[src/design/wrpd_pkg.sv]
// Package for the wall range pose deviation block: types, widths and sine table builder.
package wrpd_pkg;

    // Field and datapath widths
    localparam int HALF_W      = 14;
    localparam int IN_DATA_W   = 96;
    localparam int OUT_DATA_W  = 40;
    localparam int DIV_NUM_W   = 34;
    localparam int DIV_DEN_W   = 17;
    localparam int SINE_DEPTH_DEF = 256;
    localparam logic [HALF_W-1:0] HALF_RESET = 14'd9216;

    localparam longint Q30_ONE     = 64'sd1073741824;
    localparam longint HALF_PI_Q30 = 64'sd1686629713;

    // Controller states
    typedef enum logic [4:0] {
        ST_IDLE, ST_TAB, ST_ROT0, ST_ROT1, ST_ROT2, ST_ROT3, ST_ROT4,
        ST_W_OP, ST_W_GQ, ST_W_WP, ST_W_CMP, ST_W_BGP, ST_W_SEL, ST_POST,
        ST_DIV_T, ST_WAIT_T, ST_ERR_X, ST_ERR_Y, ST_ACC_Y, ST_FIN,
        ST_DIV_AX, ST_WAIT_AX, ST_DIV_AY, ST_WAIT_AY, ST_OUT
    } t_state;

    // Datapath operations
    typedef enum logic [4:0] {
        OP_NONE, OP_LOAD, OP_TAB, OP_ROT0, OP_ROT1, OP_ROT2, OP_ROT3, OP_ROT4,
        OP_W_OP, OP_W_GQ, OP_W_WP, OP_W_CMP, OP_W_BGP, OP_W_SEL,
        OP_DIV_T, OP_ERR_X, OP_ERR_Y, OP_ACC_Y,
        OP_DIV_AX, OP_WAIT_AX, OP_DIV_AY, OP_WAIT_AY, OP_OUT
    } t_op;

    typedef struct packed {
        t_op        op;
        logic [1:0] wall;
    } t_dp_cmd;

    typedef struct packed {
        logic meas_neg;
        logic wall_ok;
        logic cross_in;
        logic has_hit;
        logic tally_full;
        logic tally_zero;
        logic last;
        logic div_done;
        logic out_full;
    } t_dp_status;

    // Q1.15 sine table entry k of a Depth-entry full-turn table
    function automatic logic signed [15:0] sine_entry(input int K, input int Depth);
        longint q;
        longint r;
        longint x;
        longint x2;
        longint t;
        longint v;
        longint e;
        q  = (4 * longint'(K)) / Depth;
        r  = 4 * longint'(K) - q * Depth;
        x  = r * HALF_PI_Q30 / Depth;
        x2 = (x * x) >>> 30;
        t  = Q30_ONE;
        if ((q & 1) == 0) begin
            t = Q30_ONE - ((x2 * t) >>> 30) / 110; if (t < 0) t = 0;
            t = Q30_ONE - ((x2 * t) >>> 30) / 72;  if (t < 0) t = 0;
            t = Q30_ONE - ((x2 * t) >>> 30) / 42;  if (t < 0) t = 0;
            t = Q30_ONE - ((x2 * t) >>> 30) / 20;  if (t < 0) t = 0;
            t = Q30_ONE - ((x2 * t) >>> 30) / 6;   if (t < 0) t = 0;
            v = (x * t) >>> 30;
        end else begin
            t = Q30_ONE - ((x2 * t) >>> 30) / 132; if (t < 0) t = 0;
            t = Q30_ONE - ((x2 * t) >>> 30) / 90;  if (t < 0) t = 0;
            t = Q30_ONE - ((x2 * t) >>> 30) / 56;  if (t < 0) t = 0;
            t = Q30_ONE - ((x2 * t) >>> 30) / 30;  if (t < 0) t = 0;
            t = Q30_ONE - ((x2 * t) >>> 30) / 12;  if (t < 0) t = 0;
            t = Q30_ONE - ((x2 * t) >>> 30) / 2;   if (t < 0) t = 0;
            v = t;
        end
        e = (v * 32767 + (Q30_ONE >>> 1)) >>> 30;
        if (e > 32767) e = 32767;
        if (q >= 2) e = -e;
        return 16'(e);
    endfunction

endpackage

[src/design/wrpd_div.sv]
// Restoring divider, one quotient bit per cycle, unsigned.
module wrpd_div (
    input  logic                           i_clk,
    input  logic                           i_rst_n,
    input  logic                           i_start,
    input  logic [wrpd_pkg::DIV_NUM_W-1:0] i_num,
    input  logic [wrpd_pkg::DIV_DEN_W-1:0] i_den,
    output logic [wrpd_pkg::DIV_NUM_W-1:0] o_quo,
    output logic                           o_done
);
    localparam int NW = wrpd_pkg::DIV_NUM_W;
    localparam int DW = wrpd_pkg::DIV_DEN_W;
    localparam int CW = $clog2(NW + 1);

    logic [DW:0]   r_rem;
    logic [NW-1:0] r_quo;
    logic [DW-1:0] r_den;
    logic [CW-1:0] r_cnt;
    logic          r_busy;
    logic          r_done;

    logic [DW:0]   rem_sh;
    logic [DW+1:0] diff;
    logic          ge;

    // One shift-subtract step
    always_comb begin
        rem_sh = {r_rem[DW-1:0], r_quo[NW-1]};
        diff   = {1'b0, rem_sh} - {2'b00, r_den};
        ge     = !diff[DW+1];
    end

    always_ff @(posedge i_clk) begin
        if (!i_rst_n) begin
            r_busy <= 1'b0;
            r_done <= 1'b0;
            r_cnt  <= '0;
        end else begin
            r_done <= 1'b0;
            if (i_start) begin
                r_rem  <= '0;
                r_quo  <= i_num;
                r_den  <= i_den;
                r_cnt  <= CW'(NW);
                r_busy <= 1'b1;
            end else if (r_busy) begin
                r_rem <= ge ? diff[DW:0] : rem_sh;
                r_quo <= {r_quo[NW-2:0], ge};
                r_cnt <= r_cnt - 1'b1;
                if (r_cnt == CW'(1)) begin
                    r_busy <= 1'b0;
                    r_done <= 1'b1;
                end
            end
        end
    end

    assign o_quo  = r_quo;
    assign o_done = r_done;
endmodule

[src/design/wrpd_datapath.sv]
// Datapath: pose rotation, wall tests, range division, accumulation and averaging.
module wrpd_datapath #(
    parameter int SINE_TABLE_DEPTH = wrpd_pkg::SINE_DEPTH_DEF
) (
    input  logic                            i_clk,
    input  logic                            i_rst_n,
    input  wrpd_pkg::t_dp_cmd               i_cmd,
    output wrpd_pkg::t_dp_status            o_sts,
    input  logic [wrpd_pkg::IN_DATA_W-1:0]  i_in_data,
    input  logic [1:0]                      i_facing,
    input  logic                            i_last,
    input  logic                            i_cfg_we,
    input  logic [wrpd_pkg::HALF_W-1:0]     i_cfg_wdata,
    input  logic                            i_out_ready,
    output logic                            o_out_valid,
    output logic [wrpd_pkg::OUT_DATA_W-1:0] o_out_data
);
    localparam int IDX_W  = $clog2(SINE_TABLE_DEPTH);
    localparam int IDXP_W = 16 + $clog2(SINE_TABLE_DEPTH + 1);
    localparam int NW     = wrpd_pkg::DIV_NUM_W;
    localparam int DW     = wrpd_pkg::DIV_DEN_W;

    // Sine table
    logic signed [15:0] w_tab [SINE_TABLE_DEPTH];
    for (genvar k = 0; k < SINE_TABLE_DEPTH; k++) begin : g_tab
        assign w_tab[k] = wrpd_pkg::sine_entry(k, SINE_TABLE_DEPTH);
    end

    // Registers
    logic [wrpd_pkg::HALF_W-1:0] r_half;
    logic signed [15:0] r_px, r_py, r_ox, r_oy, r_meas;
    logic [15:0]        r_hd;
    logic [1:0]         r_face;
    logic               r_last;
    logic signed [15:0] r_s, r_c, r_dx, r_dy;
    logic signed [52:0] r_prod, r_acc;
    logic signed [18:0] r_sx, r_sy, r_best_g;
    logic signed [16:0] r_best_p;
    logic               r_hit;
    logic signed [31:0] r_sumx, r_sumy;
    logic [7:0]         r_tally;
    logic               r_avg_neg;
    logic signed [15:0] r_devx, r_devy;
    logic               r_out_valid;
    logic [wrpd_pkg::OUT_DATA_W-1:0] r_out_data;

    // Combinational signals
    logic [IDXP_W-1:0]  idx_s_full, idx_c_full;
    logic [15:0]        hd_c;
    logic signed [18:0] w_half, w_g, w_o;
    logic signed [16:0] w_p, w_q;
    logic signed [35:0] mul_a, nerr;
    logic signed [16:0] mul_b;
    logic signed [31:0] sel_sum;
    logic signed [34:0] avg_a, avg_mag;
    logic [DW-1:0]      avg_b;
    logic               div_start;
    logic [NW-1:0]      div_num, div_quo;
    logic [DW-1:0]      div_den;
    logic               div_done;
    logic signed [34:0] avg_res;
    logic signed [15:0] avg_sat;
    logic signed [52:0] prod_n;

    function automatic logic signed [52:0] round15(input logic signed [52:0] v);
        return (v + 53'sd16384) >>> 15;
    endfunction

    function automatic logic signed [31:0] sat32(input logic signed [38:0] v);
        if (v > 39'sd2147483647)       return 32'sh7FFFFFFF;
        else if (v < -39'sd2147483648) return 32'sh80000000;
        else                           return 32'(v);
    endfunction

    // Table indexes for sin and cos
    always_comb begin
        hd_c       = r_hd + 16'd16384;
        idx_s_full = (IDXP_W'(r_hd) * IDXP_W'(SINE_TABLE_DEPTH)) >> 16;
        idx_c_full = (IDXP_W'(hd_c) * IDXP_W'(SINE_TABLE_DEPTH)) >> 16;
    end

    // Wall selection: gap, component toward wall, other coordinate, other component
    always_comb begin
        w_half = signed'({5'b0, r_half});
        unique case (i_cmd.wall)
            2'd0: begin
                w_g = w_half - r_sx; w_p = 17'(r_dx);    w_o = r_sy; w_q = 17'(r_dy);
            end
            2'd1: begin
                w_g = w_half + r_sx; w_p = -(17'(r_dx)); w_o = r_sy; w_q = 17'(r_dy);
            end
            2'd2: begin
                w_g = w_half - r_sy; w_p = 17'(r_dy);    w_o = r_sx; w_q = 17'(r_dx);
            end
            default: begin
                w_g = w_half + r_sy; w_p = -(17'(r_dy)); w_o = r_sx; w_q = 17'(r_dx);
            end
        endcase
    end

    // Shared multiplier operand select
    always_comb begin
        nerr = 36'(r_meas) - signed'({2'b00, div_quo});
        mul_a = '0;
        mul_b = '0;
        unique case (i_cmd.op)
            wrpd_pkg::OP_ROT0:  begin mul_a = 36'(r_ox);     mul_b = 17'(r_c); end
            wrpd_pkg::OP_ROT1:  begin mul_a = 36'(r_oy);     mul_b = 17'(r_s); end
            wrpd_pkg::OP_ROT2:  begin mul_a = 36'(r_ox);     mul_b = 17'(r_s); end
            wrpd_pkg::OP_ROT3:  begin mul_a = 36'(r_oy);     mul_b = 17'(r_c); end
            wrpd_pkg::OP_W_OP:  begin mul_a = 36'(w_o);      mul_b = w_p; end
            wrpd_pkg::OP_W_GQ:  begin mul_a = 36'(w_g);      mul_b = w_q; end
            wrpd_pkg::OP_W_WP:  begin mul_a = 36'(w_half);   mul_b = w_p; end
            wrpd_pkg::OP_W_CMP: begin mul_a = 36'(w_g);      mul_b = r_best_p; end
            wrpd_pkg::OP_W_BGP: begin mul_a = 36'(r_best_g); mul_b = w_p; end
            wrpd_pkg::OP_ERR_X: begin mul_a = nerr;          mul_b = 17'(r_dx); end
            wrpd_pkg::OP_ERR_Y: begin mul_a = nerr;          mul_b = 17'(r_dy); end
            default: ;
        endcase
        prod_n = 53'(mul_a) * 53'(mul_b);
    end

    // Divider operands: wall range or rounded average
    always_comb begin
        sel_sum = (i_cmd.op == wrpd_pkg::OP_DIV_AY) ? r_sumy : r_sumx;
        avg_b   = {8'b0, r_tally, 1'b0};
        avg_a   = (35'(sel_sum) <<< 1) + signed'({27'b0, r_tally});
        avg_mag = avg_a[34] ? (-avg_a + signed'({18'b0, avg_b}) - 35'sd1) : avg_a;
        div_start = (i_cmd.op == wrpd_pkg::OP_DIV_T) || (i_cmd.op == wrpd_pkg::OP_DIV_AX)
                 || (i_cmd.op == wrpd_pkg::OP_DIV_AY);
        if (i_cmd.op == wrpd_pkg::OP_DIV_T) begin
            div_num = (NW'(r_best_g) << 16) + NW'(r_best_p);
            div_den = {r_best_p[DW-2:0], 1'b0};
        end else begin
            div_num = NW'(avg_mag);
            div_den = avg_b;
        end
        avg_res = r_avg_neg ? -signed'({1'b0, div_quo}) : signed'({1'b0, div_quo});
        if (avg_res > 35'sd32767)       avg_sat = 16'sh7FFF;
        else if (avg_res < -35'sd32768) avg_sat = 16'sh8000;
        else                            avg_sat = 16'(avg_res);
    end

    wrpd_div u_div (
        .i_clk   (i_clk),
        .i_rst_n (i_rst_n),
        .i_start (div_start),
        .i_num   (div_num),
        .i_den   (div_den),
        .o_quo   (div_quo),
        .o_done  (div_done)
    );

    // Configuration register
    always_ff @(posedge i_clk) begin
        if (!i_rst_n) begin
            r_half <= wrpd_pkg::HALF_RESET;
        end else if (i_cfg_we) begin
            r_half <= i_cfg_wdata;
        end
    end

    // Control-like state: hit flag, accumulators, tally, output valid
    always_ff @(posedge i_clk) begin
        if (!i_rst_n) begin
            r_hit       <= 1'b0;
            r_sumx      <= '0;
            r_sumy      <= '0;
            r_tally     <= '0;
            r_out_valid <= 1'b0;
        end else begin
            if (r_out_valid && i_out_ready) r_out_valid <= 1'b0;
            case (i_cmd.op)
                wrpd_pkg::OP_LOAD:  r_hit <= 1'b0;
                wrpd_pkg::OP_W_CMP: if ((r_acc <= r_prod) && (r_acc >= -r_prod)) r_hit <= 1'b1;
                wrpd_pkg::OP_ERR_Y: r_sumx <= sat32(39'(r_sumx) + 39'(round15(r_prod)));
                wrpd_pkg::OP_ACC_Y: begin
                    r_sumy  <= sat32(39'(r_sumy) + 39'(round15(r_prod)));
                    r_tally <= r_tally + 8'd1;
                end
                wrpd_pkg::OP_OUT: begin
                    r_sumx      <= '0;
                    r_sumy      <= '0;
                    r_tally     <= '0;
                    r_out_valid <= 1'b1;
                end
                default: ;
            endcase
        end
    end

    // Payload registers
    always_ff @(posedge i_clk) begin
        r_prod <= prod_n;
        case (i_cmd.op)
            wrpd_pkg::OP_LOAD: begin
                r_px   <= i_in_data[15:0];
                r_py   <= i_in_data[31:16];
                r_hd   <= i_in_data[47:32];
                r_ox   <= i_in_data[63:48];
                r_oy   <= i_in_data[79:64];
                r_meas <= i_in_data[95:80];
                r_face <= i_facing;
                r_last <= i_last;
            end
            wrpd_pkg::OP_TAB: begin
                r_s <= w_tab[idx_s_full[IDX_W-1:0]];
                r_c <= w_tab[idx_c_full[IDX_W-1:0]];
            end
            wrpd_pkg::OP_ROT0: begin
                unique case (r_face)
                    2'd0:    begin r_dx <= r_s;  r_dy <= r_c;  end
                    2'd1:    begin r_dx <= -r_s; r_dy <= -r_c; end
                    2'd2:    begin r_dx <= -r_c; r_dy <= r_s;  end
                    default: begin r_dx <= r_c;  r_dy <= -r_s; end
                endcase
            end
            wrpd_pkg::OP_ROT1: r_acc <= r_prod;
            wrpd_pkg::OP_ROT2: r_sx  <= 19'(r_px) + 19'(round15(r_acc - r_prod));
            wrpd_pkg::OP_ROT3: r_acc <= r_prod;
            wrpd_pkg::OP_ROT4: r_sy  <= 19'(r_py) + 19'(round15(r_acc + r_prod));
            wrpd_pkg::OP_W_GQ: r_acc <= r_prod;
            wrpd_pkg::OP_W_WP: r_acc <= r_acc + r_prod;
            wrpd_pkg::OP_W_CMP: begin
                if ((r_acc <= r_prod) && (r_acc >= -r_prod) && !r_hit) begin
                    r_best_g <= w_g;
                    r_best_p <= w_p;
                end
            end
            wrpd_pkg::OP_W_BGP: r_acc <= r_prod;
            wrpd_pkg::OP_W_SEL: begin
                if (r_acc < r_prod) begin
                    r_best_g <= w_g;
                    r_best_p <= w_p;
                end
            end
            wrpd_pkg::OP_DIV_AX, wrpd_pkg::OP_DIV_AY: r_avg_neg <= avg_a[34];
            wrpd_pkg::OP_WAIT_AX: if (div_done) r_devx <= avg_sat;
            wrpd_pkg::OP_WAIT_AY: if (div_done) r_devy <= avg_sat;
            wrpd_pkg::OP_OUT: begin
                if (r_tally == 8'd0) r_out_data <= '0;
                else                 r_out_data <= {r_tally, r_devy, r_devx};
            end
            default: ;
        endcase
    end

    // Status back to the controller
    always_comb begin
        o_sts.meas_neg   = r_meas[15];
        o_sts.wall_ok    = (w_g > 19'sd0) && (w_p > 17'sd0);
        o_sts.cross_in   = (r_acc <= r_prod) && (r_acc >= -r_prod);
        o_sts.has_hit    = r_hit;
        o_sts.tally_full = (r_tally == 8'd255);
        o_sts.tally_zero = (r_tally == 8'd0);
        o_sts.last       = r_last;
        o_sts.div_done   = div_done;
        o_sts.out_full   = r_out_valid;
    end

    assign o_out_valid = r_out_valid;
    assign o_out_data  = r_out_data;
endmodule

[src/design/wrpd_ctrl.sv]
// Controller: sequences one reading through rotation, wall tests, division and averaging.
module wrpd_ctrl (
    input  logic                 i_clk,
    input  logic                 i_rst_n,
    input  logic                 i_accept,
    input  wrpd_pkg::t_dp_status i_sts,
    output logic                 o_ready,
    output wrpd_pkg::t_dp_cmd    o_cmd
);
    wrpd_pkg::t_state r_state, n_state;
    logic [1:0]       r_wall, n_wall;

    always_ff @(posedge i_clk) begin
        if (!i_rst_n) begin
            r_state <= wrpd_pkg::ST_IDLE;
            r_wall  <= '0;
        end else begin
            r_state <= n_state;
            r_wall  <= n_wall;
        end
    end

    // Next state and command
    always_comb begin
        n_state    = r_state;
        n_wall     = r_wall;
        o_ready    = 1'b0;
        o_cmd.op   = wrpd_pkg::OP_NONE;
        o_cmd.wall = r_wall;
        unique case (r_state)
            wrpd_pkg::ST_IDLE: begin
                o_ready = 1'b1;
                if (i_accept) begin
                    o_cmd.op = wrpd_pkg::OP_LOAD;
                    n_state  = wrpd_pkg::ST_TAB;
                end
            end
            wrpd_pkg::ST_TAB: begin
                o_cmd.op = wrpd_pkg::OP_TAB;
                n_state  = i_sts.meas_neg ? wrpd_pkg::ST_FIN : wrpd_pkg::ST_ROT0;
            end
            wrpd_pkg::ST_ROT0: begin o_cmd.op = wrpd_pkg::OP_ROT0; n_state = wrpd_pkg::ST_ROT1; end
            wrpd_pkg::ST_ROT1: begin o_cmd.op = wrpd_pkg::OP_ROT1; n_state = wrpd_pkg::ST_ROT2; end
            wrpd_pkg::ST_ROT2: begin o_cmd.op = wrpd_pkg::OP_ROT2; n_state = wrpd_pkg::ST_ROT3; end
            wrpd_pkg::ST_ROT3: begin o_cmd.op = wrpd_pkg::OP_ROT3; n_state = wrpd_pkg::ST_ROT4; end
            wrpd_pkg::ST_ROT4: begin
                o_cmd.op = wrpd_pkg::OP_ROT4;
                n_wall   = 2'd0;
                n_state  = wrpd_pkg::ST_W_OP;
            end
            wrpd_pkg::ST_W_OP: begin
                o_cmd.op = wrpd_pkg::OP_W_OP;
                if (i_sts.wall_ok)       n_state = wrpd_pkg::ST_W_GQ;
                else if (r_wall == 2'd3) n_state = wrpd_pkg::ST_POST;
                else                     n_wall  = r_wall + 2'd1;
            end
            wrpd_pkg::ST_W_GQ: begin o_cmd.op = wrpd_pkg::OP_W_GQ; n_state = wrpd_pkg::ST_W_WP; end
            wrpd_pkg::ST_W_WP: begin o_cmd.op = wrpd_pkg::OP_W_WP; n_state = wrpd_pkg::ST_W_CMP; end
            wrpd_pkg::ST_W_CMP: begin
                o_cmd.op = wrpd_pkg::OP_W_CMP;
                if (i_sts.cross_in && i_sts.has_hit) begin
                    n_state = wrpd_pkg::ST_W_BGP;
                end else if (r_wall == 2'd3) begin
                    n_state = wrpd_pkg::ST_POST;
                end else begin
                    n_wall  = r_wall + 2'd1;
                    n_state = wrpd_pkg::ST_W_OP;
                end
            end
            wrpd_pkg::ST_W_BGP: begin o_cmd.op = wrpd_pkg::OP_W_BGP; n_state = wrpd_pkg::ST_W_SEL; end
            wrpd_pkg::ST_W_SEL: begin
                o_cmd.op = wrpd_pkg::OP_W_SEL;
                if (r_wall == 2'd3) begin
                    n_state = wrpd_pkg::ST_POST;
                end else begin
                    n_wall  = r_wall + 2'd1;
                    n_state = wrpd_pkg::ST_W_OP;
                end
            end
            wrpd_pkg::ST_POST: begin
                n_state = (i_sts.has_hit && !i_sts.tally_full) ? wrpd_pkg::ST_DIV_T
                                                               : wrpd_pkg::ST_FIN;
            end
            wrpd_pkg::ST_DIV_T: begin o_cmd.op = wrpd_pkg::OP_DIV_T; n_state = wrpd_pkg::ST_WAIT_T; end
            wrpd_pkg::ST_WAIT_T: if (i_sts.div_done) n_state = wrpd_pkg::ST_ERR_X;
            wrpd_pkg::ST_ERR_X: begin o_cmd.op = wrpd_pkg::OP_ERR_X; n_state = wrpd_pkg::ST_ERR_Y; end
            wrpd_pkg::ST_ERR_Y: begin o_cmd.op = wrpd_pkg::OP_ERR_Y; n_state = wrpd_pkg::ST_ACC_Y; end
            wrpd_pkg::ST_ACC_Y: begin o_cmd.op = wrpd_pkg::OP_ACC_Y; n_state = wrpd_pkg::ST_FIN; end
            wrpd_pkg::ST_FIN: begin
                if (!i_sts.last)          n_state = wrpd_pkg::ST_IDLE;
                else if (i_sts.tally_zero) n_state = wrpd_pkg::ST_OUT;
                else                      n_state = wrpd_pkg::ST_DIV_AX;
            end
            wrpd_pkg::ST_DIV_AX: begin o_cmd.op = wrpd_pkg::OP_DIV_AX; n_state = wrpd_pkg::ST_WAIT_AX; end
            wrpd_pkg::ST_WAIT_AX: begin
                o_cmd.op = wrpd_pkg::OP_WAIT_AX;
                if (i_sts.div_done) n_state = wrpd_pkg::ST_DIV_AY;
            end
            wrpd_pkg::ST_DIV_AY: begin o_cmd.op = wrpd_pkg::OP_DIV_AY; n_state = wrpd_pkg::ST_WAIT_AY; end
            wrpd_pkg::ST_WAIT_AY: begin
                o_cmd.op = wrpd_pkg::OP_WAIT_AY;
                if (i_sts.div_done) n_state = wrpd_pkg::ST_OUT;
            end
            wrpd_pkg::ST_OUT: begin
                if (!i_sts.out_full) begin
                    o_cmd.op = wrpd_pkg::OP_OUT;
                    n_state  = wrpd_pkg::ST_IDLE;
                end
            end
            default: n_state = wrpd_pkg::ST_IDLE;
        endcase
    end
endmodule

[src/design/wall_range_pose_deviation_top.sv]
// Top level of the wall range pose deviation block.
// Channel   Dir  Handshake            Payload
// s (in)    in   i_s_tvalid/o_s_tready  tdata 96b, tuser facing, tlast last_reading
// m (out)   out  o_m_tvalid/i_m_tready  tdata 40b: deviation_x, deviation_y, used_count
// cfg       in   i_cfg_we               i_cfg_wdata field_half_size
// One reading at a time: an invalid range skips the rotation and wall tests, no wall hit or a
// full tally skips the division, and with a hit the 34-step division dominates.
// A last reading adds two 34-step average divisions before the result,
// which an empty group skips.
// Reset is synchronous; the result sits in an output register, so the block takes
// the next reading while it waits and stalls only when a new result finds it still full.
module wall_range_pose_deviation_top #(
    parameter int SINE_TABLE_DEPTH = wrpd_pkg::SINE_DEPTH_DEF
) (
    input  logic                            i_clk,
    input  logic                            i_rst_n,
    input  logic                            i_s_tvalid,
    output logic                            o_s_tready,
    // pos_x, pos_y, heading, offset_x, offset_y, measured_range
    input  logic [wrpd_pkg::IN_DATA_W-1:0]  i_s_tdata,
    // facing
    input  logic [1:0]                      i_s_tuser,
    input  logic                            i_s_tlast,
    output logic                            o_m_tvalid,
    input  logic                            i_m_tready,
    // deviation_x, deviation_y, used_count
    output logic [wrpd_pkg::OUT_DATA_W-1:0] o_m_tdata,
    input  logic                            i_cfg_we,
    input  logic [wrpd_pkg::HALF_W-1:0]     i_cfg_wdata
);
    wrpd_pkg::t_dp_cmd    cmd;
    wrpd_pkg::t_dp_status sts;
    logic                 ready;

    assign o_s_tready = ready;

    wrpd_ctrl u_ctrl (
        .i_clk    (i_clk),
        .i_rst_n  (i_rst_n),
        .i_accept (i_s_tvalid && ready),
        .i_sts    (sts),
        .o_ready  (ready),
        .o_cmd    (cmd)
    );

    wrpd_datapath #(.SINE_TABLE_DEPTH(SINE_TABLE_DEPTH)) u_dp (
        .i_clk       (i_clk),
        .i_rst_n     (i_rst_n),
        .i_cmd       (cmd),
        .o_sts       (sts),
        .i_in_data   (i_s_tdata),
        .i_facing    (i_s_tuser),
        .i_last      (i_s_tlast),
        .i_cfg_we    (i_cfg_we),
        .i_cfg_wdata (i_cfg_wdata),
        .i_out_ready (i_m_tready),
        .o_out_valid (o_m_tvalid),
        .o_out_data  (o_m_tdata)
    );
endmodule

[config.mk]
export PLATFORM = sky130hd
export DESIGN_NAME = wall_range_pose_deviation_top
export DESIGN_NICKNAME = d
export VERILOG_FILES = /design/src/design/wrpd_pkg.sv /design/src/design/wrpd_div.sv /design/src/design/wrpd_datapath.sv /design/src/design/wrpd_ctrl.sv /design/src/design/wall_range_pose_deviation_top.sv
export SDC_FILE = /design/constraint.sdc
export NUM_CORES = 2
export LEC_CHECK = 0
export CAP_MARGIN = 20
export CORE_AREA = 2 2 294 412
export CTS_CLUSTER_SIZE = 40
export DETAILED_ROUTE_END_ITERATION = 16
export DIE_AREA = 0 0 296 414
export DONT_BUFFER_PORTS = 1
export PLACE_DENSITY = 0.81
export SYNTH_ARGS = -nofsm -noshare
export SYNTH_HDL_FRONTEND = slang
export SYNTH_HIERARCHICAL = 1
export SYNTH_SLANG_ARGS = --single-unit
[constraint.sdc]
create_clock -name i_clk -period 13 [get_ports i_clk]
set_clock_uncertainty 0.05 [all_clocks]
set_input_delay 3.9 -clock i_clk [delete_from_list [all_inputs] [get_ports i_clk]]
set_output_delay 3.9 -clock i_clk [all_outputs]
set_load 0.05 [all_outputs]
==> flow_summary_export.csv <==
group,metric,value,unit
clocking,post-cts-setup-buffers,0,
timing,worst_pin_slew,1.29,ns
yosys,synth_ff_type,"edfxtp_1",
final_layout,fin_cells,10100,
worst_setup_path,cp.required,13.48,ns
final_layout,seq_area,15800,um^2
yosys,yosysWarnings,6,
timing,timing.final.crit_share,96.8,%
drt,route.detailed.drc,0,
final_layout,nets,9768,
final_layout,multi_input_area,51600,um^2
global_route,grt_pass1_vias,65000,
placed_design,dp.cells,10000,
outcome,run_status,"completed",
clocking,h-tree-depth,3,
worst_setup_path,cp_num_buf_inv,12,
min_path,min_path_type,"reg -> reg",
global_route,grt_pass1_wl,386000,um
clocking,cts_resized,0,
worst_setup_path,r2r_cells,41,
flow_run,drv_cap,0,
final_layout,syn_to_final_growth,9.06,%
power_and_ir_drop,powerDensity,295,nW/um^2
worst_setup_path,max_stage_delay,0.60,ns
global_route,grt.overflow.total,0,
timing,fmax,79.5,MHz
worst_setup_path,path_depth,39,
clocking,cts_root_buffer,"clkbuf_16",
floorplanning,initial_core_util,60.6,%
timing,period_needed,12.58,ns
drt,routed_wl,257000,um
worst_setup_path,crit_type,"in -> reg",
yosys,synth_top_cell_by_area,"edfxtp_1",
timing,drv_slew,0,
yosys,synthArstFlopShare,0,%
worst_setup_path,cp_data_arrival_time,13.06,ns
worst_setup_path,cp-startpoint,"i_s_tvalid",
final_layout,n_fill_cell,9860,
yosys,yosysSeqAreaShare,21.9,%
worst_setup_path,start_kind,"primary input",
yosys,synth-edff-count,423,
worst_setup_path,reg2reg_from,"u_dp/r_sy[2]$_DFFE_PN_",
final_layout,drive_above_1_share,8.53,%
floorplanning,core,119000,um^2
yosys,synthTopCellsByArea,"edfxtp_1 18%, fa_1 17%, ha_1 9.7%",
min_path,holdPathStages,2,
timing,layout_setup_ws,0.420,ns
drt,drt_iter0_markers,6668,
global_route,grt.total_usage,41.9,%
power_and_ir_drop,leakage,34.4,nW
yosys,synth_cells,8387,
floorplanning,rows,150,
clocking,clockBufferDepth,3,
yosys,synth_area,72100,um^2
power_and_ir_drop,ir_drop,0.000355,V
clocking,clk_latency,0.68,ns
clocking,cts_tree,"done",
worst_setup_path,crit_fanout,8,
placed_design,numPortBuffers,0,
worst_setup_path,crit_slowest_cell,"fa_1",
min_path,hp-start,"u_dp/r_sumx[1]$_SDFFE_PN0P_",
yosys,ys_ff_latch,579,
timing,hold_viol,0,
clocking,postCtsHoldBufs,0,
yosys,synth_nets,9673,
drt,viasPerCell,6.45,
placed_design,place_hpwl,206000,um
yosys,postSynthAreaPerCell,8.60,um^2
placed_design,preCtsSetupSlack,-0.392,ns
yosys,yosysTopAreaCellShare,17.6,%
clocking,cts_buffers,67,
floorplanning,chipWidth,296,um
global_route,grt_start_max_net_pins,80,
timing,relSlewSlack,13.7,%
floorplanning,die_y,414,um
clocking,cts_sinks,579,
drt,num_vias,65400,
clocking,path_clk_slew,0.06,ns
drt,dr.pass1.iters,9,
global_route,antenna_found_initial,11,
floorplanning,pin_count,160,
worst_setup_path,path_delay_family,"adder cells",
yosys,ys_types,114,
drt,wl_per_cell,25.3,um
worst_setup_path,critPathCaptureType,"flop",
placed_design,gp_congestion,1.09,
floorplanning,dieArea,123000,um^2
timing,setup_viol,0,
drt,drtAntennaViolNets,0,
timing,grt_setup_unrepaired,"no",
power_and_ir_drop,total_power,23.2,mW
## synthesized netlist by cell type, types with 61 or more instances
cell type,n
and2_1,90
dfxtp_1,156
fa_1,608
nand3_1,158
nand4_1,91
a221o_1,63
a21o_1,152
nor2_1,839
xnor2_1,412
nor2b_1,91
edfxtp_1,423
nor4_1,61
clkbuf_1,303
o21a_1,63
o21ai_0,423
a31oi_1,71
ha_1,560
nand2_1,862
nor3_1,151
nand2b_1,115
mux2i_1,74
xor2_1,161
a21oi_1,507
inv_1,915
## sequential cells by signal, summed over array words and instances (netlist names), 17 cells and up
register / cells
u_dp/r_prod: 53
u_dp/o_out_data: 40
u_dp/u_div/o_quo: 34
u_dp/r_sx: 19
u_dp/r_sy: 19
u_dp/r_best_p: 17
u_dp/r_sumy: 32
u_dp/r_sumx: 32
u_dp/u_div/r_rem: 17
u_dp/r_best_g: 19
u_dp/r_acc: 53
u_dp/u_div/r_den: 17
## tightest hold or removal path, cell delays in order (launching register included)
cell and delay [ns]:
dfxtp_1 0.33, nand2_1 0.06, o211ai_1 0.07
## layer usage
layer	track usage, %	vias up	part of all wire (%)
met4	38.9	4	12
met5	0	-	0.0097
li1	-	29300	-
met1	46.3	31500	34
met3	8.81	1138	8.9
met2	66.8	3496	46
## power breakdown
part | switching, mW | leakage (nW) | total [mW] | internal [mW]
clock | 0.870 | 1.17 | 2.10 | 1.23
sequential | 0.623 | 5.08 | 3.51 | 2.88
combinational | 10.9 | 28.2 | 17.6 | 6.67
total | 12.4 | 34.4 | 23.2 | 10.8
## logic make-up (layout without fill, tap and decap cells)
logic type	Yosys count	count (layout)	share of synthesized area (%)
compound gates	1910	1910	17.6
mux	147	147	2.64
xor+xnor	574	574	6.99
simple gates	2709	2709	17.4
flops	579	579	21.9
fa+ha+maj	1168	1168	26.6
other cells	1	8	0.00520
buf+inv	1299	1449	6.89
## area by class of cell
cell class | instances | area share, %
Multi-Input combinational cell | 6509 | 65.6
Antenna cell | 7 | 0.0223
Tap cell | 1596 | 2.54
Timing Repair Buffer | 402 | 4.30
Clock buffer | 79 | 2.29
Clock inverter | 45 | 0.730
Sequential cell | 579 | 20.1
Inverter | 923 | 4.40
## per-stage QoR
step / TNS, ns / area (um^2) / utilization (%) / hold slack (ns)
2_1_floorplan: 0 / 72100 / - / 0.405
3_3_place_gp: -1.73 / 76100 / 64.0 / 0.437
3_5_place_dp: -2.74 / 76100 / 64.0 / 0.453
4_1_cts: 0 / 78500 / 66.0 / 0.463
5_1_grt: 0 / 78600 / 66.1 / 0.496
6_report: 0 / 78700 / 66.1 / 0.465
## layout by cell type (no fill, tap or decap), types with 154 or more instances in the layout
cell type	count
inv_1	915
nand2_1	860
nor2_1	833
fa_1	608
ha_1	560
a21oi_1	499
edfxtp_1	423
o21ai_0	419
xnor2_1	412
buf_4	371
xor2_1	161
nand3_1	158
dfxtp_1	154
## path summary, 6_finish.rpt
| kind | endpoint | slack (ns) |
|---|---|---|
| setup / recovery | u_dp/r_prod[52]$_DFF_P_ | 0.42 |
| hold / removal | u_dp/r_sumx[1]$_SDFFE_PN0P_ | 0.47 |
| setup reg to reg | u_dp/r_prod[52]$_DFF_P_ | 1.29 |
| hold reg to reg | u_dp/r_sumx[1]$_SDFFE_PN0P_ | 0.47 |
Note: power is estimated with default switching activity, not from simulation.
